<file path="config.mk">
export PLATFORM = sky130hd
export DESIGN_NAME = diamond_max_path_sum_unit
export DESIGN_NICKNAME = d
export VERILOG_FILES = /design/src/dmps_pkg.sv /design/src/diamond_max_path_sum_unit.sv
export SDC_FILE = /design/constraint.sdc
export NUM_CORES = 2
export LEC_CHECK = 0
export ABC_AREA = 1
export BUFFER_PORTS_ARGS = -buffer_cell sky130_fd_sc_hd__buf_2
export CORE_MARGIN = 10
export CORE_UTILIZATION = 40
export CTS_BUF_LIST = sky130_fd_sc_hd__clkbuf_2
export DETAILED_ROUTE_END_ITERATION = 10
export SLEW_MARGIN = 0
export SYNTH_ARGS = -nofsm -noshare
export SYNTH_HDL_FRONTEND = slang
export SYNTH_SLANG_ARGS = --single-unit
export TNS_END_PERCENT = 5
</file>
<file path="constraint.sdc">
create_clock -name clk -period 9 [get_ports clk]
set_input_delay 0.9 -clock clk [delete_from_list [all_inputs] [get_ports clk]]
set_output_delay 0.9 -clock clk [all_outputs]
set_load 0.005 [all_outputs]
</file>
<file path="src/dmps_pkg.sv">
package dmps_pkg;

	// Default depth of the previous-row store (largest diamond half).
	localparam int MAX_HALF_ROWS_DEF = 128;

	// Item field widths.
	localparam int CELL_W = 16;
	localparam int SUM_W  = 24;

	// Saturation ceiling of a path sum.
	localparam logic [SUM_W-1:0] SUM_MAX = {SUM_W{1'b1}};

	// Configuration port layout: one 32-bit register per word.
	localparam int PADDR_W = 3;
	localparam int PDATA_W = 32;
	localparam int HALF_W  = 8;

	// Register index, taken from the word address paddr[PADDR_W-1:2].
	localparam logic [PADDR_W-3:0] REG_HALF_ROWS = '0;

	// Reset value of half_rows.
	localparam logic [HALF_W-1:0] HALF_ROWS_RST = 8'd1;

endpackage

</file>
<file path="src/diamond_max_path_sum_unit.sv">
// Diamond maximum path sum.
// Cells of a diamond (rows of 1, 2, .. N, .. 2, 1 cells) stream in on the
// slave channel (s_tvalid/s_tready/s_tdata), one unsigned cell value per
// item, in row-major order. After the final single cell the largest
// top-to-bottom path sum leaves on the master channel as one item, and the
// next cell starts a new diamond.
// N is the half_rows register on the APB port (word address 0); writing it
// abandons a diamond in progress. A zero setting acts as 1, values above
// MAX_HALF_ROWS are clipped to it.
// Throughput is one cell per clock while no result is stalled: each cell needs
// one add and one max against two neighbor registers, which the previous-row
// memory refills through a read issued two columns ahead.
// Latency: the result item is valid in the cycle after the final cell is
// accepted.
// Reset restarts at the top of a diamond with half_rows = 1 and an empty
// result register. When the receiver stalls with a result waiting, s_tready
// drops until the held item is taken; a result taken in the same cycle as a
// new cell keeps the input streaming at one cell per clock.
module diamond_max_path_sum_unit #(
	parameter int MAX_HALF_ROWS = dmps_pkg::MAX_HALF_ROWS_DEF
) (
	input  logic                         clk,
	input  logic                         arst_n,
	// APB configuration port
	input  logic                         psel,
	input  logic                         penable,
	input  logic                         pwrite,
	input  logic [dmps_pkg::PADDR_W-1:0] paddr,
	input  logic [dmps_pkg::PDATA_W-1:0] pwdata,
	output logic [dmps_pkg::PDATA_W-1:0] prdata,
	output logic                         pready,
	// Cell input
	input  logic                         s_tvalid,
	output logic                         s_tready,
	input  logic [15:0]                  s_tdata,  // [15:0] cell_value
	// Result output
	output logic                         m_tvalid,
	input  logic                         m_tready,
	output logic [23:0]                  m_tdata   // [23:0] best_sum
);

	localparam int COL_W  = (MAX_HALF_ROWS > 1) ? $clog2(MAX_HALF_ROWS) : 1;
	localparam int ROW_W  = $clog2(2 * MAX_HALF_ROWS);
	localparam int CALC_W = ROW_W + 9;
	localparam int SUM_W  = dmps_pkg::SUM_W;
	localparam logic [CALC_W-1:0] MAX_N = CALC_W'(MAX_HALF_ROWS);

	// Registers
	logic [dmps_pkg::HALF_W-1:0] half_rows_q;
	logic [ROW_W-1:0]            row_q;
	logic [COL_W-1:0]            col_q;
	logic [SUM_W-1:0]            hold_q;
	logic [SUM_W-1:0]            a_q;
	logic [SUM_W-1:0]            b_reg_q;
	logic                        b_mem_q;
	logic [SUM_W-1:0]            mem_rd_q;
	logic [SUM_W-1:0]            first0_q;
	logic [SUM_W-1:0]            first1_q;
	logic                        out_valid_q;
	logic [SUM_W-1:0]            out_data_q;
	logic [SUM_W-1:0]            row_mem [MAX_HALF_ROWS];

	// Combinational signals
	logic              cfg_wr;
	logic              cfg_hit;
	logic              in_acc;
	logic [CALC_W-1:0] n_raw;
	logic [CALC_W-1:0] n_eff;
	logic [CALC_W-1:0] r_w;
	logic [CALC_W-1:0] c_w;
	logic [CALC_W-1:0] row_len;
	logic [CALC_W-1:0] rd_sum;
	logic [COL_W-1:0]  rd_addr;
	logic              grow;
	logic              row_last;
	logic              diamond_last;
	logic [SUM_W-1:0]  b_cur;
	logic [SUM_W-1:0]  pred;
	logic [SUM_W:0]    sum;
	logic [SUM_W-1:0]  best;

	// APB decode; writes complete in the access cycle.
	assign pready  = 1'b1;
	assign cfg_hit = (paddr[dmps_pkg::PADDR_W-1:2] == dmps_pkg::REG_HALF_ROWS);
	assign cfg_wr  = psel && penable && pwrite && pready && cfg_hit;
	assign prdata  = cfg_hit ? dmps_pkg::PDATA_W'(half_rows_q) : '0;

	// Handshakes: the result register parts the two sides.
	assign s_tready = !out_valid_q || m_tready;
	assign in_acc   = s_tvalid && s_tready;
	assign m_tvalid = out_valid_q;
	assign m_tdata  = out_data_q;

	// Effective half size and position within the diamond.
	always_comb begin
		n_raw = CALC_W'(half_rows_q);
		if (n_raw == '0) begin
			n_eff = CALC_W'(1);
		end else if (n_raw > MAX_N) begin
			n_eff = MAX_N;
		end else begin
			n_eff = n_raw;
		end
		r_w     = CALC_W'(row_q);
		c_w     = CALC_W'(col_q);
		grow    = (r_w < n_eff);
		row_len = grow ? (r_w + CALC_W'(1)) : ((n_eff << 1) - CALC_W'(1) - r_w);
		row_last     = ((c_w + CALC_W'(1)) >= row_len);
		diamond_last = (r_w == ((n_eff << 1) - CALC_W'(2))) && row_last;
		rd_sum  = c_w + CALC_W'(2);
		rd_addr = rd_sum[COL_W-1:0];
	end

	// Best predecessor and saturating sum for the current cell.
	always_comb begin
		b_cur = b_mem_q ? mem_rd_q : b_reg_q;
		pred  = '0;
		if (row_q == '0) begin
			pred = '0;
		end else if (grow) begin
			if (col_q != '0) begin
				pred = hold_q;
			end
			if ((c_w < r_w) && (a_q > pred)) begin
				pred = a_q;
			end
		end else begin
			pred = (a_q > b_cur) ? a_q : b_cur;
		end
		sum  = {1'b0, pred} + (SUM_W+1)'(s_tdata);
		best = sum[SUM_W] ? dmps_pkg::SUM_MAX : sum[SUM_W-1:0];
	end

	// Position counters and configuration register.
	always_ff @(posedge clk or negedge arst_n) begin
		if (!arst_n) begin
			half_rows_q <= dmps_pkg::HALF_ROWS_RST;
			row_q       <= '0;
			col_q       <= '0;
			hold_q      <= '0;
		end else if (cfg_wr) begin
			half_rows_q <= pwdata[dmps_pkg::HALF_W-1:0];
			row_q       <= '0;
			col_q       <= '0;
			hold_q      <= '0;
		end else if (in_acc) begin
			hold_q <= row_last ? '0 : a_q;
			if (diamond_last) begin
				row_q <= '0;
				col_q <= '0;
			end else if (!row_last) begin
				col_q <= col_q + COL_W'(1);
			end else begin
				col_q <= '0;
				row_q <= row_q + ROW_W'(1);
			end
		end
	end

	// Neighbor registers: old[c] in a_q, old[c+1] in b_reg_q or the memory read.
	always_ff @(posedge clk or negedge arst_n) begin
		if (!arst_n) begin
			a_q      <= '0;
			b_reg_q  <= '0;
			b_mem_q  <= 1'b0;
			first0_q <= '0;
			first1_q <= '0;
		end else if (in_acc) begin
			if (col_q == COL_W'(0)) begin
				first0_q <= best;
			end
			if (col_q == COL_W'(1)) begin
				first1_q <= best;
			end
			if (row_last) begin
				a_q     <= (col_q == COL_W'(0)) ? best : first0_q;
				b_reg_q <= (col_q == COL_W'(1)) ? best : first1_q;
				b_mem_q <= 1'b0;
			end else begin
				a_q     <= b_cur;
				b_mem_q <= 1'b1;
			end
		end
	end

	// Previous-row memory: write at the current column, read two ahead.
	always_ff @(posedge clk) begin
		if (in_acc) begin
			row_mem[col_q] <= best;
		end
		if (in_acc && !row_last) begin
			mem_rd_q <= row_mem[rd_addr];
		end
	end

	// Result register.
	always_ff @(posedge clk or negedge arst_n) begin
		if (!arst_n) begin
			out_valid_q <= 1'b0;
		end else if (in_acc && diamond_last) begin
			out_valid_q <= 1'b1;
		end else if (m_tready) begin
			out_valid_q <= 1'b0;
		end
	end

	always_ff @(posedge clk) begin
		if (in_acc && diamond_last) begin
			out_data_q <= best;
		end
	end

endmodule

</file>
# Word level (Yosys, flattened, before mapping)
# Memories as Yosys holds them, arrays and structs flattened. A register that Yosys moved wholly into a read port is not among the register bits.
# Index checks and enable logic that the tools add are counted.
dict set report totals {
  regBits 169
  ramBits 3072
  input_bits 58
  word_cells 82
  mem_count 1
}
# memory words width read_ports rd_ports_with_merged_regs wr line_no
set mem_list {}
lappend mem_list {row_mem 128 24 1 1 1 diamond_max_path_sum_unit.sv:61} ;# logic [SUM_W-1:0] row_mem [MAX_HALF_ROWS];
dict set report classes {
  add_sub_neg 9
  magnitude_cmp 6
  eq_ne 2
  mux 32
  bitwise 1
  reduce_logical 20
}
# cell count
set ops {}
lappend ops {{2-to-1 mux 24 bit} 15}
lappend ops {{greater-than comparator 24 bit} 2}
lappend ops {{2-to-1 mux 8 bit} 6}
lappend ops {{2-to-1 mux 17 bit} 2}
lappend ops {{2-to-1 mux 7 bit} 4}
lappend ops {{adder 24 x 16 -> 25 bit} 1}
lappend ops {{equality test 8 x 17 -> 1 bit} 1}
lappend ops {{greater-or-equal comparator 8 x 17 -> 1 bit} 1}
lappend ops {{less-than comparator 8 x 17 -> 1 bit} 1}
lappend ops {{subtractor 17 x 1 -> 17 bit (second input constant)} 1}
lappend ops {{subtractor 17 x 2 -> 17 bit (second input constant)} 1}
lappend ops {{subtractor 17 x 8 -> 17 bit} 1}
lappend ops {{logical NOT 8 bit} 2}
lappend ops {{adder 8 x 1 -> 9 bit (second input constant)} 1}
lappend ops {{adder 7 x 1 -> 8 bit (second input constant)} 1}
lappend ops {{adder 8 x 1 -> 8 bit (second input constant)} 1}
lappend ops {{greater-than comparator 8 bit (second input constant)} 1}
lappend ops {{logical AND 1 bit} 8}
lappend ops {{less-than comparator 7 x 8 -> 1 bit} 1}
lappend ops {{adder 7 x 1 -> 7 bit (second input constant)} 1}
lappend ops {{adder 7 x 2 -> 7 bit (second input constant)} 1}
lappend ops {{equality test 7 x 1 -> 1 bit (second input constant)} 1}
lappend ops {{logical NOT 7 bit} 1}
lappend ops {{nonzero test 7 bit} 1}
lappend ops {{7 further kinds} 14}

# Longest topological paths before layout
dict set report logic_depth {
  word_depth 15
  ltp_mapped 43
  ltp_nobuf 37
}

# Least setup slack after synthesis
# No wires, ideal clock.
dict set report synth_timing {
  path_type {register to register}
  start {register col_q[0]}
  end {register out_data_q[19] (netlist: m_tdata[19]) (data pin)}
  setup_ps 911
  arrival_ps 7399
  required_ps 8089
  path_slack_ps 690
  path_stages_with_launch 40
  period_less_slack_ps 8310
  path_cell_list {dfrtp_1 -> buf_2 -> clkinv_1 -> buf_2 -> buf_2 -> buf_2 -> buf_2 -> ha_1 -> nand3_1 -> buf_4 -> clkbuf_1 -> nand2_1 -> ha_1 -> nand2_1 -> nor2_1 -> nand2_1 -> nor2_1 -> nand2_1 -> [4 not listed] -> a21oi_1 -> a311oi_1 -> ha_1 -> fa_1 -> nand3_1 -> nand2_1 -> a21oi_1 -> o21ai_1 -> a21boi_1 -> o21ai_1 -> nand2_1 -> nand2_1 -> nand2_1 -> nor2_2 -> nand3_4 -> buf_6 -> buf_2 -> nand3_1}
}
dict set report synth_via {
  elab_chain_cells 11
  elab_cells_between_ends 12
}
# item line_no
set synth_rtl {}
lappend synth_rtl {{start, declared} diamond_max_path_sum_unit.sv:51} ;# logic [COL_W-1:0] col_q;
lappend synth_rtl {{start signal, assigned} diamond_max_path_sum_unit.sv:152} ;# col_q <= col_q + COL_W'(1);
lappend synth_rtl {{nonzero test 7 bit} diamond_max_path_sum_unit.sv:121} ;# if (col_q != '0) begin
lappend synth_rtl {{2-to-1 mux 24 bit} diamond_max_path_sum_unit.sv:121}
lappend synth_rtl {{2-to-1 mux 24 bit} diamond_max_path_sum_unit.sv:120} ;# end else if (grow) begin
lappend synth_rtl {{2-to-1 mux 24 bit} diamond_max_path_sum_unit.sv:118} ;# if (row_q == '0) begin
lappend synth_rtl {{greater-than comparator 24 bit} diamond_max_path_sum_unit.sv:124} ;# if ((c_w < r_w) && (a_q > pred)) begin
lappend synth_rtl {{logical AND 1 bit} diamond_max_path_sum_unit.sv:124}
lappend synth_rtl {{2-to-1 mux 24 bit *} diamond_max_path_sum_unit.sv:124}
lappend synth_rtl {{2-to-1 mux 24 bit *} diamond_max_path_sum_unit.sv:120}
lappend synth_rtl {{2-to-1 mux 24 bit *} diamond_max_path_sum_unit.sv:118}
lappend synth_rtl {{adder 24 x 16 -> 25 bit *} diamond_max_path_sum_unit.sv:130} ;# sum = {1'b0, pred} + (SUM_W+1)'(s_tdata);
lappend synth_rtl {{2-to-1 mux 24 bit *} diamond_max_path_sum_unit.sv:131} ;# best = sum[SUM_W] ? dmps_pkg::SUM_MAX : sum[SUM_W-1:0];
lappend synth_rtl {{via best[19]} diamond_max_path_sum_unit.sv:80} ;# logic [SUM_W-1:0] best;
lappend synth_rtl {{end signal, assigned} diamond_max_path_sum_unit.sv:209} ;# out_data_q <= best;
lappend synth_rtl {{end, declared} diamond_max_path_sum_unit.sv:60} ;# logic [SUM_W-1:0] out_data_q;
# Mark *: on every way through the listed nets, which the timed path passes. The rest lies on a longest branch. The select of a mux whose other input is x is not followed.
# A chain may end at the register's enable or synchronous reset.

# Worst setup path in the final report
dict set report layout_timing {
  start {register col_q[0]}
  end {memory row_mem[34][4] (data pin)}
}
dict set report layout_via {
  elab_chain_cells 11
  elab_cells_between_ends 12
}
# item line_no
set layout_rtl {}
lappend layout_rtl {{nonzero test 7 bit} diamond_max_path_sum_unit.sv:121}
lappend layout_rtl {{2-to-1 mux 24 bit} diamond_max_path_sum_unit.sv:121}
lappend layout_rtl {{2-to-1 mux 24 bit} diamond_max_path_sum_unit.sv:120}
lappend layout_rtl {{2-to-1 mux 24 bit} diamond_max_path_sum_unit.sv:118}
lappend layout_rtl {{greater-than comparator 24 bit} diamond_max_path_sum_unit.sv:124}
lappend layout_rtl {{logical AND 1 bit} diamond_max_path_sum_unit.sv:124}
lappend layout_rtl {{2-to-1 mux 24 bit *} diamond_max_path_sum_unit.sv:124}
lappend layout_rtl {{2-to-1 mux 24 bit *} diamond_max_path_sum_unit.sv:120}
lappend layout_rtl {{2-to-1 mux 24 bit *} diamond_max_path_sum_unit.sv:118}
lappend layout_rtl {{adder 24 x 16 -> 25 bit *} diamond_max_path_sum_unit.sv:130}
lappend layout_rtl {{2-to-1 mux 24 bit *} diamond_max_path_sum_unit.sv:131}
lappend layout_rtl {{via best[4]} diamond_max_path_sum_unit.sv:80}
lappend layout_rtl {{end, declared} diamond_max_path_sum_unit.sv:61}
# Marked as above.

==> flow_metrics.tcl <==
set metrics [dict create \
    async_flop_share 0.0444 \
    gp_congestion 0.877 \
    avgSynthCellArea_um2 12.5 \
    setup-tns-final_ns 0 \
    final.setup_skew_ns 0.227 \
    ys_warn_count 0 \
    drive_above_1_share 0.149 \
    antenna_found_initial 19 \
    max_slew_margin 0.0657 \
    synth_cell_type_count 53 \
    synth-main-ff-cell "edfxtp_1" \
    numCtsBuffers 770 \
    hold_class "in -> reg" \
    io_buffers 65 \
    synth-edff-count 3120 \
    crit_top_cell "nand2_1" \
    synthCells 10600 \
    grt_pass1_wl_um 585000 \
    fin_crit_sh 0.890 \
    crit_type "reg -> reg" \
    vias 93000 \
    viasPerCell 5.81 \
    slowest_stage "dfrtp_4" \
    fp.dieH_um 596 \
    clk_pin_slew_ns 0.09 \
    core_area_um2 330000 \
    fin_util 0.443 \
    insertion_delay_ns 1.97 \
    initial_core_util 0.402 \
    cp.arrival_ns 9.48 \
    routed_wl_um 405000 \
    drc_errors 0 \
    ys_seq_elements 3265 \
    cts_buffer_depth 4 \
    cp-end-kind "flop" \
    drv_cap 0 \
    clkSinkCount 3265 \
    fill_cells 30000 \
    post-route-min-period_ns 8.01 \
    grt_setup_unrepaired "false" \
    dp_hpwl_um 213000 \
    placementRows 211 \
    grt_use_total 0.217 \
    first_pass_iters 6 \
    cts_root_buffer "clkbuf_2" \
    critPathMaxStageDelay_ns 0.75 \
    final_antenna_net_count 0 \
    status "finished clean" \
    fmax_mhz 125 \
    hold_viol 0 \
    die-area_um2 355000 \
    fin_area_um2 146000 \
    syn_area_um2 133000 \
    first_iter_violations 11200 \
    worst_pin_slew_ns 1.40 \
    placedInstanceArea_um2 139000 \
    cts-resized-gates 0 \
    die_w_um 596 \
    yosysMostFrequentCell "edfxtp_1" \
    final_max_slew_viol_count 0 \
    setup_viol 0 \
    ys_seq_area_frac 0.733 \
    wl_per_cell_um 25.3 \
    grt_pass1_vias 89800 \
    io_pins 117 \
    path_max_fanout 81 \
    grt_overflow 0 \
    synth_area_leaders "edfxtp_1 71%, o21ai_0 7.4%, nor2_1 6.6%" \
    holdBufCountCts 71 \
    post_cts_buffers 0 \
    critPathRequiredTime_ns 10.47 \
    synth_common_cells "3,120 x edfxtp_1, 2,343 x nor2_1, 1,960 x o21ai_0" \
    htreeDepth 6 \
    cts_tree "built" \
    netlist.area_leader.share 0.706 \
    start_kind "flop" \
    grt_max_degree 193 \
    yosysTopAreaCell "edfxtp_1" \
    area_growth_pct 10.4 \
    nNetsFinal 11200 \
]
cell usage in the layout (no fill, tap or decap), drive strengths merged, types with 25 or more instances in the layout:
cell and count:
o32ai 126, clkbuf 1077, o21ai 2048, edfxtp 3120, a21oi 92, conb 25, nor2 2350, o22ai 916
dfrtp 144, buf 347, clkinv 231, nand2 433, dlygate4sd3 69, xor2 28, nand3 158, ha 105
inv 176
critical path, delay by kind of cell, from the launching register on:
family	cells	cell delay [ns]
simple gates	17	2.72
buf+inv	5	1.43
fa+ha+maj	4	1.27
compound gates	7	1.20
flops	1	0.75
metrics by stage:
stage                     setup WS (ns)  instances  hold slack [ns]
after global placement             1.29      14600            0.455
final                             0.993      16000            0.235
after floorplan                   0.690      10600            0.442
after CTS                          1.04      16000           0.0395
after global routing              0.451      16000            0.202
after detailed placement           1.14      14600            0.458
cell type report:
cell class	count	area [um2]	share of cell area
diodes	16	40.0	0.000273
clock buffers	1077	5390	0.0368
repair buffers	416	3680	0.0252
well taps	4366	5460	0.0373
clock inverters	271	1480	0.0101
multi-input cells	6430	32400	0.222
inverters	161	629	0.00430
flip-flops and latches	3265	97300	0.665
registers in the layout, indices dropped and copies added (netlist names):
signal and count:
half_rows_q 8, m_tvalid 1, m_tdata 24, a_q 24
b_mem_q 1, hold_q 24, row_q 8, b_reg_q 24
first1_q 24, row_mem 3072, first0_q 24, col_q 7
mem_rd_q 24
per-layer routing:
metal | track usage | wire, um
met5 | 0 | 118
met4 | 0.0889 | 16000
met3 | 0.0473 | 41800
met2 | 0.343 | 184000
met1 | 0.291 | 162000
path summary, 6_finish.rpt:
path                         startpoint        endpoint  slack, ns  cells after the start
max                            col_q[0]  row_mem[34][4]       0.99                     33
min                            paddr[2]  half_rows_q[3]       0.24                      5
min in group asynchronous        arst_n      hold_q[16]       0.60                      5
max reg2reg                    col_q[0]  row_mem[34][4]       0.99                     33
max in group asynchronous        arst_n      b_reg_q[3]       7.39                      5
min reg2reg                first0_q[18]    first0_q[18]       0.48                      2
cell families (layout without fill, tap and decap cells):
logic type                 count (synthesis)  after routing  share of synthesized area
AOI/OAI and AO/OA                       3243           3243                      0.136
xor gates and xnor gates                  39             39                    0.00257
adders and majority gates                107            107                     0.0102
buffers and inverters                    945           1925                     0.0285
DFF                                     3265           3265                      0.733
muxes                                     21             21                    0.00158
other                                      2             41                  0.0000566
and+or+nand+nor                         2995           2995                     0.0880
Power is not shown: default switching activity piles up to over one toggle a cycle in this logic, so the estimate is an artifact.
